## config.mk

```make
export PLATFORM = sky130hd
export DESIGN_NAME = frame_slot_pool_ring_unit
export DESIGN_NICKNAME = d
export VERILOG_FILES = /design/src/rtl/core/fspr_pkg.sv /design/src/rtl/core/fspr_ram.sv /design/src/rtl/core/fspr_ctrl.sv /design/src/rtl/core/fspr_dp.sv /design/src/rtl/core/frame_slot_pool_ring_unit.sv
export VERILOG_INCLUDE_DIRS = /design/src /design/src/rtl/core
export SDC_FILE = /design/constraint.sdc
export NUM_CORES = 2
export LEC_CHECK = 0
export BUFFER_PORTS_ARGS = -buffer_cell sky130_fd_sc_hd__clkbuf_2
export CAP_MARGIN = 20
export CORE_MARGIN = 1.5
export CORE_UTILIZATION = 53
export DETAILED_ROUTE_END_ITERATION = 6
export GPL_ROUTABILITY_DRIVEN = 0
export HOLD_SLACK_MARGIN = 0.15
export MAX_ROUTING_LAYER = met4
export PLACE_DENSITY = 0.8
export SYNTH_ARGS = -nofsm -noshare
export SYNTH_HDL_FRONTEND = slang
export SYNTH_SLANG_ARGS = --single-unit
```

## constraint.sdc

```tcl
create_clock -name clk -period 15.36 [get_ports clk]
set_clock_uncertainty 0.1 [all_clocks]
set_input_delay 1.536 -clock clk [delete_from_list [all_inputs] [get_ports clk]]
set_output_delay 1.536 -clock clk [all_outputs]
set_load 0.02 [all_outputs]
```

## src/rtl/core/assert_macros.svh

```systemverilog
// Assertion macros shared by the frame slot pool RTL.
// Expects signals clk and rst_n in the scope of each use.
`ifndef ASSERT_MACROS_SVH
`define ASSERT_MACROS_SVH

// Condition holds at every clock edge out of reset.
`define ASSERT_ALWAYS(lbl, cond, msg) \
    lbl: assert property (@(posedge clk) disable iff (!rst_n) (cond)) else $error(msg);

// Consequent holds in the same cycle as the antecedent.
`define ASSERT_IMPL(lbl, ante, cons, msg) \
    lbl: assert property (@(posedge clk) disable iff (!rst_n) (ante) |-> (cons)) \
        else $error(msg);

// Consequent holds in the cycle after the antecedent.
`define ASSERT_NEXT(lbl, ante, cons, msg) \
    lbl: assert property (@(posedge clk) disable iff (!rst_n) (ante) |=> (cons)) \
        else $error(msg);

`endif

```

## src/rtl/core/fspr_pkg.sv

```systemverilog
// Package for the frame slot pool: field widths, request and status codes,
// controller state type and the command/status structs. No dependencies.
package fspr_pkg;

    localparam int SLOTS_DEFAULT = 8;

    localparam int REQ_W    = 3;
    localparam int GEN_W    = 32;
    localparam int TIME_W   = 64;
    localparam int SLOT_W   = 4;
    localparam int STATUS_W = 2;
    localparam int COUNT_W  = 4;

    localparam logic [REQ_W-1:0] REQ_TAKE    = 3'd0;
    localparam logic [REQ_W-1:0] REQ_COMMIT  = 3'd1;
    localparam logic [REQ_W-1:0] REQ_ACQUIRE = 3'd2;
    localparam logic [REQ_W-1:0] REQ_DROP    = 3'd3;
    localparam logic [REQ_W-1:0] REQ_RELEASE = 3'd4;
    localparam logic [REQ_W-1:0] REQ_PEEK    = 3'd5;

    localparam logic [STATUS_W-1:0] ST_OK      = 2'd0;
    localparam logic [STATUS_W-1:0] ST_EMPTY   = 2'd1;
    localparam logic [STATUS_W-1:0] ST_NOT_DUE = 2'd2;
    localparam logic [STATUS_W-1:0] ST_IGNORED = 2'd3;

    typedef enum logic [2:0] {
        S_IDLE,
        S_EXEC,
        S_LOOKUP,
        S_CHECK,
        S_FINISH
    } fsm_state_t;

    typedef struct packed {
        logic cap_req;
        logic exec;
        logic lookup;
        logic check;
        logic load_out;
    } cmd_t;

    typedef struct packed {
        logic go_lookup;
        logic ready_empty;
        logic stale;
        logic out_busy;
    } stat_t;

endpackage

```

## src/rtl/core/fspr_ram.sv

```systemverilog
// Generic single write port RAM with one registered read port.
// No dependencies.
module fspr_ram #(
    parameter int WIDTH = 8,
    parameter int DEPTH = 8
) (
    input  logic                     clk,
    input  logic                     we,
    input  logic [$clog2(DEPTH)-1:0] waddr,
    input  logic [WIDTH-1:0]         wdata,
    input  logic                     re,
    input  logic [$clog2(DEPTH)-1:0] raddr,
    output logic [WIDTH-1:0]         rdata
);

    logic [WIDTH-1:0] mem_reg [DEPTH];
    logic [WIDTH-1:0] rdata_reg;

    always_ff @(posedge clk)
    begin
        if (we)
        begin
            mem_reg[waddr] <= wdata;
        end
        if (re)
        begin
            rdata_reg <= mem_reg[raddr];
        end
    end

    assign rdata = rdata_reg;

endmodule

```

## src/rtl/core/fspr_ctrl.sv

```systemverilog
// Controller state machine of the frame slot pool.
// Depends on fspr_pkg and assert_macros.svh; drives cmd_t, reads stat_t.
`include "assert_macros.svh"

module fspr_ctrl
    import fspr_pkg::*;
(
    input  logic  clk,
    input  logic  rst_n,
    input  logic  in_valid,
    input  stat_t st,
    output logic  in_ready,
    output cmd_t  cmd
);

    fsm_state_t state_reg;
    fsm_state_t state_next;

    always_ff @(posedge clk or negedge rst_n)
    begin
        if (!rst_n)
        begin
            state_reg <= S_IDLE;
        end
        else
        begin
            state_reg <= state_next;
        end
    end

    always_comb
    begin
        state_next = state_reg;
        unique case (state_reg)
            S_IDLE:
            begin
                if (in_valid)
                begin
                    state_next = S_EXEC;
                end
            end
            S_EXEC:
            begin
                state_next = st.go_lookup ? S_LOOKUP : S_FINISH;
            end
            S_LOOKUP:
            begin
                state_next = st.ready_empty ? S_FINISH : S_CHECK;
            end
            S_CHECK:
            begin
                state_next = st.stale ? S_LOOKUP : S_FINISH;
            end
            S_FINISH:
            begin
                if (!st.out_busy)
                begin
                    state_next = S_IDLE;
                end
            end
            default:
            begin
                state_next = S_IDLE;
            end
        endcase
    end

    always_comb
    begin
        in_ready     = 1'b0;
        cmd          = '0;
        unique case (state_reg)
            S_IDLE:
            begin
                in_ready    = 1'b1;
                cmd.cap_req = in_valid;
            end
            S_EXEC:
            begin
                cmd.exec = 1'b1;
            end
            S_LOOKUP:
            begin
                cmd.lookup = 1'b1;
            end
            S_CHECK:
            begin
                cmd.check = 1'b1;
            end
            S_FINISH:
            begin
                cmd.load_out = !st.out_busy;
            end
            default:
            begin
                cmd = '0;
            end
        endcase
    end

    `ASSERT_IMPL(a_load_when_free, cmd.load_out, !st.out_busy, "result loaded over a held word")
    `ASSERT_NEXT(a_lookup_to_check, state_reg == S_LOOKUP && !st.ready_empty, state_reg == S_CHECK, "head read not checked")
    `ASSERT_IMPL(a_one_command, 1'b1, $onehot0(cmd), "more than one command active")

endmodule

```

## src/rtl/core/fspr_dp.sv

```systemverilog
// Datapath of the frame slot pool: request latch, free and ready rings,
// pending slot, slot data RAM, result and output registers.
// Depends on fspr_pkg, fspr_ram and assert_macros.svh.
`include "assert_macros.svh"

module fspr_dp
    import fspr_pkg::*;
#(
    parameter int SLOTS = SLOTS_DEFAULT
) (
    input  logic                       clk,
    input  logic                       rst_n,
    input  logic                       cfg_we,
    input  logic                       cfg_wdata,
    input  logic [REQ_W-1:0]           req_type,
    input  logic [GEN_W-1:0]           frame_gen,
    input  logic signed [TIME_W-1:0]   frame_time,
    input  logic signed [TIME_W-1:0]   due_limit,
    input  logic [SLOT_W-1:0]          slot_in,
    input  logic                       out_ready,
    input  cmd_t                       cmd,
    output stat_t                      st,
    output logic                       out_valid,
    output logic [STATUS_W-1:0]        status,
    output logic [SLOT_W-1:0]          slot_out,
    output logic signed [TIME_W-1:0]   head_time,
    output logic [COUNT_W-1:0]         ready_count,
    output logic [COUNT_W-1:0]         stale_dropped
);

    localparam int CELLS = SLOTS + 1;
    localparam int PW    = $clog2(CELLS);
    localparam int SW    = $clog2(SLOTS);
    localparam int DW    = GEN_W + TIME_W;

    localparam logic [PW-1:0]     LAST_CELL = PW'(CELLS - 1);
    localparam logic [PW:0]       CELLS_W   = (PW + 1)'(CELLS);
    localparam logic [SLOT_W-1:0] SLOT_NONE = SLOT_W'(SLOTS);

    function automatic logic [PW-1:0] ring_next(input logic [PW-1:0] p);
        ring_next = (p == LAST_CELL) ? '0 : p + 1'b1;
    endfunction

    logic [REQ_W-1:0]  req_reg;
    logic [GEN_W-1:0]  gen_reg;
    logic [TIME_W-1:0] time_reg;
    logic [TIME_W-1:0] due_reg;
    logic [SLOT_W-1:0] slot_in_reg;

    logic              enable_reg, enable_next;
    logic [SW-1:0]     free_ring_reg [CELLS];
    logic [PW-1:0]     free_wr_reg, free_wr_next;
    logic [PW-1:0]     free_rd_reg, free_rd_next;
    logic [SW-1:0]     ready_ring_reg [CELLS];
    logic [PW-1:0]     ready_wr_reg, ready_wr_next;
    logic [PW-1:0]     ready_rd_reg, ready_rd_next;
    logic              pend_valid_reg, pend_valid_next;
    logic [SW-1:0]     pend_slot_reg, pend_slot_next;

    logic [STATUS_W-1:0] res_status_reg, res_status_next;
    logic [SLOT_W-1:0]   res_slot_reg, res_slot_next;
    logic [TIME_W-1:0]   res_time_reg, res_time_next;
    logic [COUNT_W-1:0]  stale_reg, stale_next;

    logic                out_valid_reg, out_valid_next;
    logic [STATUS_W-1:0] out_status_reg;
    logic [SLOT_W-1:0]   out_slot_reg;
    logic [TIME_W-1:0]   out_time_reg;
    logic [COUNT_W-1:0]  out_count_reg;
    logic [COUNT_W-1:0]  out_stale_reg;

    logic          free_clear;
    logic          push_req;
    logic [SW-1:0] push_slot;
    logic          push_do;
    logic          ready_we;
    logic          ram_we;
    logic [DW-1:0] ram_rdata;
    logic [SW-1:0] head_slot;
    logic          ready_empty;
    logic          free_empty;
    logic          free_full;
    logic          gen_mismatch;
    logic          not_due;
    logic [PW:0]   count_wide;

    assign head_slot    = ready_ring_reg[ready_rd_reg];
    assign ready_empty  = ready_rd_reg == ready_wr_reg;
    assign free_empty   = free_rd_reg == free_wr_reg;
    assign free_full    = ring_next(free_wr_reg) == free_rd_reg;
    assign gen_mismatch = ram_rdata[DW-1:TIME_W] != gen_reg;
    assign not_due      = $signed(ram_rdata[TIME_W-1:0]) > $signed(due_reg);
    assign count_wide   = (ready_wr_reg >= ready_rd_reg)
                        ? {1'b0, ready_wr_reg} - {1'b0, ready_rd_reg}
                        : {1'b0, ready_wr_reg} + CELLS_W - {1'b0, ready_rd_reg};
    assign push_do      = push_req && !free_full;

    fspr_ram #(
        .WIDTH(DW),
        .DEPTH(SLOTS)
    ) u_slot_ram (
        .clk  (clk),
        .we   (ram_we),
        .waddr(pend_slot_reg),
        .wdata({gen_reg, time_reg}),
        .re   (cmd.lookup),
        .raddr(head_slot),
        .rdata(ram_rdata)
    );

    always_comb
    begin
        enable_next     = enable_reg;
        free_wr_next    = free_wr_reg;
        free_rd_next    = free_rd_reg;
        ready_wr_next   = ready_wr_reg;
        ready_rd_next   = ready_rd_reg;
        pend_valid_next = pend_valid_reg;
        pend_slot_next  = pend_slot_reg;
        res_status_next = res_status_reg;
        res_slot_next   = res_slot_reg;
        res_time_next   = res_time_reg;
        stale_next      = stale_reg;
        free_clear      = 1'b0;
        push_req        = 1'b0;
        push_slot       = head_slot;
        ready_we        = 1'b0;
        ram_we          = 1'b0;

        if (cmd.exec)
        begin
            res_status_next = ST_IGNORED;
            res_slot_next   = SLOT_NONE;
            res_time_next   = '0;
            stale_next      = '0;
            if (enable_reg)
            begin
                unique case (req_reg)
                    REQ_TAKE:
                    begin
                        if (pend_valid_reg)
                        begin
                            res_status_next = ST_OK;
                            res_slot_next   = SLOT_W'(pend_slot_reg);
                        end
                        else if (free_empty)
                        begin
                            res_status_next = ST_EMPTY;
                        end
                        else
                        begin
                            free_rd_next    = ring_next(free_rd_reg);
                            pend_valid_next = 1'b1;
                            pend_slot_next  = free_ring_reg[free_rd_reg];
                            res_status_next = ST_OK;
                            res_slot_next   = SLOT_W'(free_ring_reg[free_rd_reg]);
                        end
                    end
                    REQ_COMMIT:
                    begin
                        if (pend_valid_reg && ring_next(ready_wr_reg) != ready_rd_reg)
                        begin
                            ram_we          = 1'b1;
                            ready_we        = 1'b1;
                            ready_wr_next   = ring_next(ready_wr_reg);
                            pend_valid_next = 1'b0;
                            res_status_next = ST_OK;
                        end
                    end
                    REQ_ACQUIRE, REQ_PEEK:
                    begin
                        res_status_next = ST_EMPTY;
                    end
                    REQ_DROP:
                    begin
                        if (ready_empty)
                        begin
                            res_status_next = ST_EMPTY;
                        end
                        else
                        begin
                            ready_rd_next   = ring_next(ready_rd_reg);
                            push_req        = 1'b1;
                            res_status_next = ST_OK;
                        end
                    end
                    REQ_RELEASE:
                    begin
                        if (slot_in_reg < SLOT_NONE)
                        begin
                            push_req  = 1'b1;
                            push_slot = slot_in_reg[SW-1:0];
                            if (!free_full)
                            begin
                                res_status_next = ST_OK;
                            end
                        end
                    end
                    default:
                    begin
                        res_status_next = ST_IGNORED;
                    end
                endcase
            end
        end

        if (cmd.check)
        begin
            if (req_reg == REQ_PEEK)
            begin
                res_status_next = ST_OK;
                res_time_next   = ram_rdata[TIME_W-1:0];
            end
            else if (gen_mismatch)
            begin
                ready_rd_next = ring_next(ready_rd_reg);
                push_req      = 1'b1;
                stale_next    = stale_reg + 1'b1;
            end
            else if (not_due)
            begin
                res_status_next = ST_NOT_DUE;
            end
            else
            begin
                ready_rd_next   = ring_next(ready_rd_reg);
                res_status_next = ST_OK;
                res_slot_next   = SLOT_W'(head_slot);
                res_time_next   = ram_rdata[TIME_W-1:0];
            end
        end

        if (push_do)
        begin
            free_wr_next = ring_next(free_wr_reg);
        end

        if (cfg_we)
        begin
            enable_next = cfg_wdata;
            if (cfg_wdata)
            begin
                free_clear      = 1'b1;
                free_wr_next    = PW'(SLOTS);
                free_rd_next    = '0;
                ready_wr_next   = '0;
                ready_rd_next   = '0;
                pend_valid_next = 1'b0;
            end
        end

        out_valid_next = cmd.load_out ? 1'b1 : (out_ready ? 1'b0 : out_valid_reg);
    end

    always_ff @(posedge clk or negedge rst_n)
    begin
        if (!rst_n)
        begin
            enable_reg     <= 1'b0;
            free_wr_reg    <= PW'(SLOTS);
            free_rd_reg    <= '0;
            ready_wr_reg   <= '0;
            ready_rd_reg   <= '0;
            pend_valid_reg <= 1'b0;
            out_valid_reg  <= 1'b0;
            for (int i = 0; i < CELLS; i++)
            begin
                free_ring_reg[i] <= (i < SLOTS) ? SW'(i) : '0;
            end
        end
        else
        begin
            enable_reg     <= enable_next;
            free_wr_reg    <= free_wr_next;
            free_rd_reg    <= free_rd_next;
            ready_wr_reg   <= ready_wr_next;
            ready_rd_reg   <= ready_rd_next;
            pend_valid_reg <= pend_valid_next;
            out_valid_reg  <= out_valid_next;
            if (free_clear)
            begin
                for (int i = 0; i < CELLS; i++)
                begin
                    free_ring_reg[i] <= (i < SLOTS) ? SW'(i) : '0;
                end
            end
            else if (push_do)
            begin
                free_ring_reg[free_wr_reg] <= push_slot;
            end
        end
    end

    always_ff @(posedge clk)
    begin
        if (cmd.cap_req)
        begin
            req_reg     <= req_type;
            gen_reg     <= frame_gen;
            time_reg    <= frame_time;
            due_reg     <= due_limit;
            slot_in_reg <= slot_in;
        end
        if (ready_we)
        begin
            ready_ring_reg[ready_wr_reg] <= pend_slot_reg;
        end
        pend_slot_reg  <= pend_slot_next;
        res_status_reg <= res_status_next;
        res_slot_reg   <= res_slot_next;
        res_time_reg   <= res_time_next;
        stale_reg      <= stale_next;
        if (cmd.load_out)
        begin
            out_status_reg <= res_status_reg;
            out_slot_reg   <= res_slot_reg;
            out_time_reg   <= res_time_reg;
            out_count_reg  <= COUNT_W'(count_wide);
            out_stale_reg  <= stale_reg;
        end
    end

    assign st.go_lookup   = enable_reg && (req_reg == REQ_ACQUIRE || req_reg == REQ_PEEK);
    assign st.ready_empty = ready_empty;
    assign st.stale       = req_reg == REQ_ACQUIRE && gen_mismatch;
    assign st.out_busy    = out_valid_reg && !out_ready;

    assign out_valid     = out_valid_reg;
    assign status        = out_status_reg;
    assign slot_out      = out_slot_reg;
    assign head_time     = out_time_reg;
    assign ready_count   = out_count_reg;
    assign stale_dropped = out_stale_reg;

    `ASSERT_ALWAYS(a_count_bound, count_wide <= (PW + 1)'(SLOTS), "ready ring over capacity")
    `ASSERT_NEXT(a_disabled_frozen, cmd.exec && !enable_reg && !cfg_we, $stable(ready_rd_reg) && $stable(free_wr_reg) && $stable(pend_valid_reg), "disabled pool changed state")
    `ASSERT_IMPL(a_stale_bound, cmd.check, stale_reg < COUNT_W'(SLOTS), "stale count past pool size")

endmodule

```

## src/rtl/core/frame_slot_pool_ring_unit.sv

```systemverilog
// Take, commit, drop, release, ignored: accepted in S_IDLE, run in S_EXEC, then S_FINISH.
// Acquire, peek: S_EXEC, then S_LOOKUP and S_CHECK per head frame read (acquire recycles stale
// ones), then S_FINISH; no S_CHECK if the ready ring is empty. Requests are taken in S_IDLE only.
// Outputs are registered; a new word is accepted while the last result is still held.
// Reset (rst_n, async low): pool disabled; a write of 1 frees all slots.
// Top level of the frame slot pool; depends on fspr_pkg, fspr_ctrl, fspr_dp.
module frame_slot_pool_ring_unit
    import fspr_pkg::*;
#(
    parameter int SLOTS = SLOTS_DEFAULT
) (
    input  logic                     clk,
    input  logic                     rst_n,
    input  logic                     cfg_we,
    input  logic                     cfg_wdata,
    input  logic                     in_valid,
    output logic                     in_ready,
    input  logic [REQ_W-1:0]         req_type,
    input  logic [GEN_W-1:0]         frame_gen,
    input  logic signed [TIME_W-1:0] frame_time,
    input  logic signed [TIME_W-1:0] due_limit,
    input  logic [SLOT_W-1:0]        slot_in,
    output logic                     out_valid,
    input  logic                     out_ready,
    output logic [STATUS_W-1:0]      status,
    output logic [SLOT_W-1:0]        slot_out,
    output logic signed [TIME_W-1:0] head_time,
    output logic [COUNT_W-1:0]       ready_count,
    output logic [COUNT_W-1:0]       stale_dropped
);

    cmd_t  cmd;
    stat_t st;

    fspr_ctrl u_ctrl (
        .clk     (clk),
        .rst_n   (rst_n),
        .in_valid(in_valid),
        .st      (st),
        .in_ready(in_ready),
        .cmd     (cmd)
    );

    fspr_dp #(
        .SLOTS(SLOTS)
    ) u_dp (
        .clk          (clk),
        .rst_n        (rst_n),
        .cfg_we       (cfg_we),
        .cfg_wdata    (cfg_wdata),
        .req_type     (req_type),
        .frame_gen    (frame_gen),
        .frame_time   (frame_time),
        .due_limit    (due_limit),
        .slot_in      (slot_in),
        .out_ready    (out_ready),
        .cmd          (cmd),
        .st           (st),
        .out_valid    (out_valid),
        .status       (status),
        .slot_out     (slot_out),
        .head_time    (head_time),
        .ready_count  (ready_count),
        .stale_dropped(stale_dropped)
    );

endmodule
```

==> metrics.md <==
| Metric | Value |
|---|---|
| Slowest cell on crit path | `a31o_4` |
| Area delta synth->final | `14.0%` |
| Largest net degree at the start of global routing | `153` |
| Final core utilization | `0.610` |
| Synth warnings | `0` |
| Total power | `7.86 mW` |
| Placed inst area | `0.0508 mm2` |
| Number of flip-flops in the largest register | `768` |
| Routed vias | `approximately 24,000` |
| Final ANT Viol Nets | `0` |
| Setup violations, final | `0` |
| Reg2reg setup slack | `10.50 ns` |
| Post-Synthesis Cell Area | `0.0481 mm2` |
| Peak VDD IR | `0.114 mV` |
| Leakage | `19.0 nW` |
| Status | `completed` |
| Initial Util | `0.535` |
| Setup TNS Final | `0 ns` |
| Number of global-route vias before repair | `24,949` |
| Drt first pass iters | `6` |
| Worst R2R Start | `u_dp.u_slot_ram.rdata[63]` |
| Fraction of registers with async set or reset after synthesis | `0.0388` |
| Hold-fix buffers, CTS | `0` |
| Max-slew violations | `0` |
| Hold Path Class | `reg2reg` |
| Setup Fix Bufs, Post-CTS | `0` |
| Critical path class | `reg2reg` |
| Worst-skew pair later-pin latency | `0.71 ns` |
| Max Fanout on Critical Path | `64` |
| First-pass GRT wire length | `158,000 um` |
| Die Footprint | `0.0926 mm2` |
| Total track usage | `0.236` |
| Post-CTS sizing | `0` |
| Yosys top cell area share | `0.710` |
| R2R depth | `9` |
| Final wirelength | `105,000 um` |
| Non-Filler Instances | `3,963` |
| Placed insts | `3,734` |
| Clk buf depth | `3` |
| Drt drc | `0` |
| Mean Syn Cell Area | `~20 um2` |
| Arr. time, crit path | `5.39 ns` |
| Core area | `0.0900 mm2` |
| Die width | `304 um` |
| Synth Net Count | `approximately 2,600` |
| Most common cell in the netlist | `edfxtp_1` |
| Share of cells above drive strength 1 | `0.297` |
| Max Cap Violations | `0` |
| Netlist cell types | `78` |
| Min Hold Slack | `between 0.3 and 0.4 ns` |
| DP Worst Slack | `10.80 ns` |
| Final Cell Area | `~0.055 mm2` |
| CTS tree | `yes` |
| Die height | `304 um` |
| DRT iter0 DRCs | `2,650` |
| Yosys top cell by area | `edfxtp_1` |
| Top cells by area, synth | `edfxtp_1 71%, mux4_2 9.5%, dfxtp_1 3.1%` |
| Routed WL per cell | `26.6 um` |
| Post-Synthesis Cells | `2,363` |
| Max-slew headroom | `0.0612` |
| Final WS setup | `10.50 ns` |
| Root Driver | `clkbuf_16` |
| Initial antenna violation count | `3` |
| Worst Max-Slew Pin Slew | `1.41 ns` |
| Tcrit/Tclk final | `0.317` |
| CTS H-tree lvls | `3` |
| Largest stage delay, worst path | `0.85 ns` |
| Worst-path clk slew | `about 0.060 ns` |
| Crit path from | `u_dp.u_slot_ram.rdata[63]` |
| Sequential cell area fraction in the yosys report | `0.767` |
| End of the critical path | `u_dp.res_time_reg[43]` |
| Via/cell ratio | `6.07` |
| Unrepaired setup endpoints after global routing | `false` |
| Worst flop-to-flop path endpoint | `u_dp.res_time_reg[43]` |
| Final Hold Vio Count | `0` |
| Clk sinks | `1,262` |
| Final net count | `2,941` |
| Detailed-placement wirelength estimate | `between 50,000 and 60,000 um` |
| Post-synth EDFFs | `1,139` |
| Max Freq | `between 200 and 250 MHz` |
| Power Density | `143 mW/mm2` |
| Number of I/O port buffers | `252` |
| Grt total ovfl | `0` |
| Synth top cells by count | `1,139 x edfxtp_1, 204 x mux4_2, 96 x mux2_2` |
| Hold Path Depth | `0` |
| Crit. End Element | `flip-flop` |
| Synth Register Bits | `1,262` |
| Fillers | `about 6,000` |
| Dominant synthesized flop cell | `edfxtp_1` |
| Io pins | `between 200 and 300` |
| CP required | `~16 ns` |
| Crit path time final | `4.86 ns` |
| Crit-path cells | `ha_1 -> nand4_1 -> nor4_1 -> nand2_1 -> o211ai_2 -> nor2_1 -> a2111oi_4 -> a31o_4 -> a22o_1` |
| Num rows | `110` |
| Total CTS buffers | `119` |
| Startpoint Class | `flip-flop` |
-- metal layers --
| layer | track usage | wire length, um | share of wire | up-vias |
|---|---|---|---|---|
| li1 | - | - | - | 10183 |
| met1 | 0.311 | 42000 | 0.40 | 12573 |
| met2 | 0.382 | 52900 | 0.50 | 1099 |
| met3 | 0.0339 | 7390 | 0.070 | 194 |
| met4 | 0.0794 | 3030 | 0.029 | 0 |
| met5 | - | 0 | 0 | - |
-- layout by cell type, fill, tap and decap left out, types with 7 or more instances in the layout --
cell and n:
clkbuf_2 252, o21ai_0 25, clkinv_2 31, mux4_2 204
buf_4 28, o21ai_1 8, nor3_1 11, nor2_1 53
a21oi_1 43, nand4_1 21, nand2_1 60, dfstp_2 13
nand4b_1 8, mux2i_1 45, edfxtp_1 1139, nor4_1 14
clkbuf_8 12, mux2_2 96, dfrtp_1 36, clkbuf_1 18
bufinv_16 14, inv_1 93, a22o_1 64, xor2_1 40
nor3b_1 11, clkinv_1 9, nand3_1 22, clkinvlp_4 7
ha_1 84, dfxtp_1 74, clkbuf_16 120
-- how the worst min path moves through the flow --
stage	start	endpoint
after floorplan	u_dp.res_slot_reg[3]	u_dp.slot_out[3]
after CTS	u_dp.res_time_reg[55]	u_dp.head_time[55]
final	u_dp.res_time_reg[55]	u_dp.head_time[55]
after detailed placement	u_dp.res_time_reg[63]	u_dp.head_time[63]
after global routing	u_dp.res_time_reg[1]	u_dp.head_time[1]
after global placement	u_dp.res_time_reg[55]	u_dp.head_time[55]
-- layout make-up --
class | instances | area (um2) | share of cell area
Timing Repair Buffer | 285 | 1580 | 0.0288
Clock inverter | 75 | 802 | 0.0146
Clock buffer | 150 | 3240 | 0.0590
Multi-Input combinational cell | 920 | 10500 | 0.191
Tap cell | 1176 | 1470 | 0.0268
Sequential cell | 1262 | 36900 | 0.673
Inverter | 93 | 349 | 0.00636
Antenna cell | 2 | 5.00 | 0.0000912
-- critical path: cells and delay by family, from the launching register on --
kind	cells	cell delay, ns
AO/OA/AOI/OAI	4	2.13
AND/OR/NAND/NOR	4	1.48
adder cells (fa/ha/maj)	1	0.49
flip-flops	1	0.42
-- kinds of logic (layout without fill, tap and decap cells) --
family | count (synthesis) | in the layout | synth area share
and+or+nand+nor | 250 | 250 | 0.0282
AOI/OAI and AO/OA | 193 | 193 | 0.0291
other | 0 | 2 | 0
DFF | 1262 | 1262 | 0.767
adders and majority gates | 87 | 87 | 0.0231
buffers and inverters | 181 | 603 | 0.0172
muxes | 345 | 345 | 0.127
xor gates and xnor gates | 45 | 45 | 0.00819
-- power breakdown --
group	internal, mW	switching, mW	total, mW
Clock	1.73	1.26	2.99
Sequential	4.07	0.176	4.24
Combinational	0.191	0.432	0.623
No activity file was read; power rests on OpenSTA's default activity.
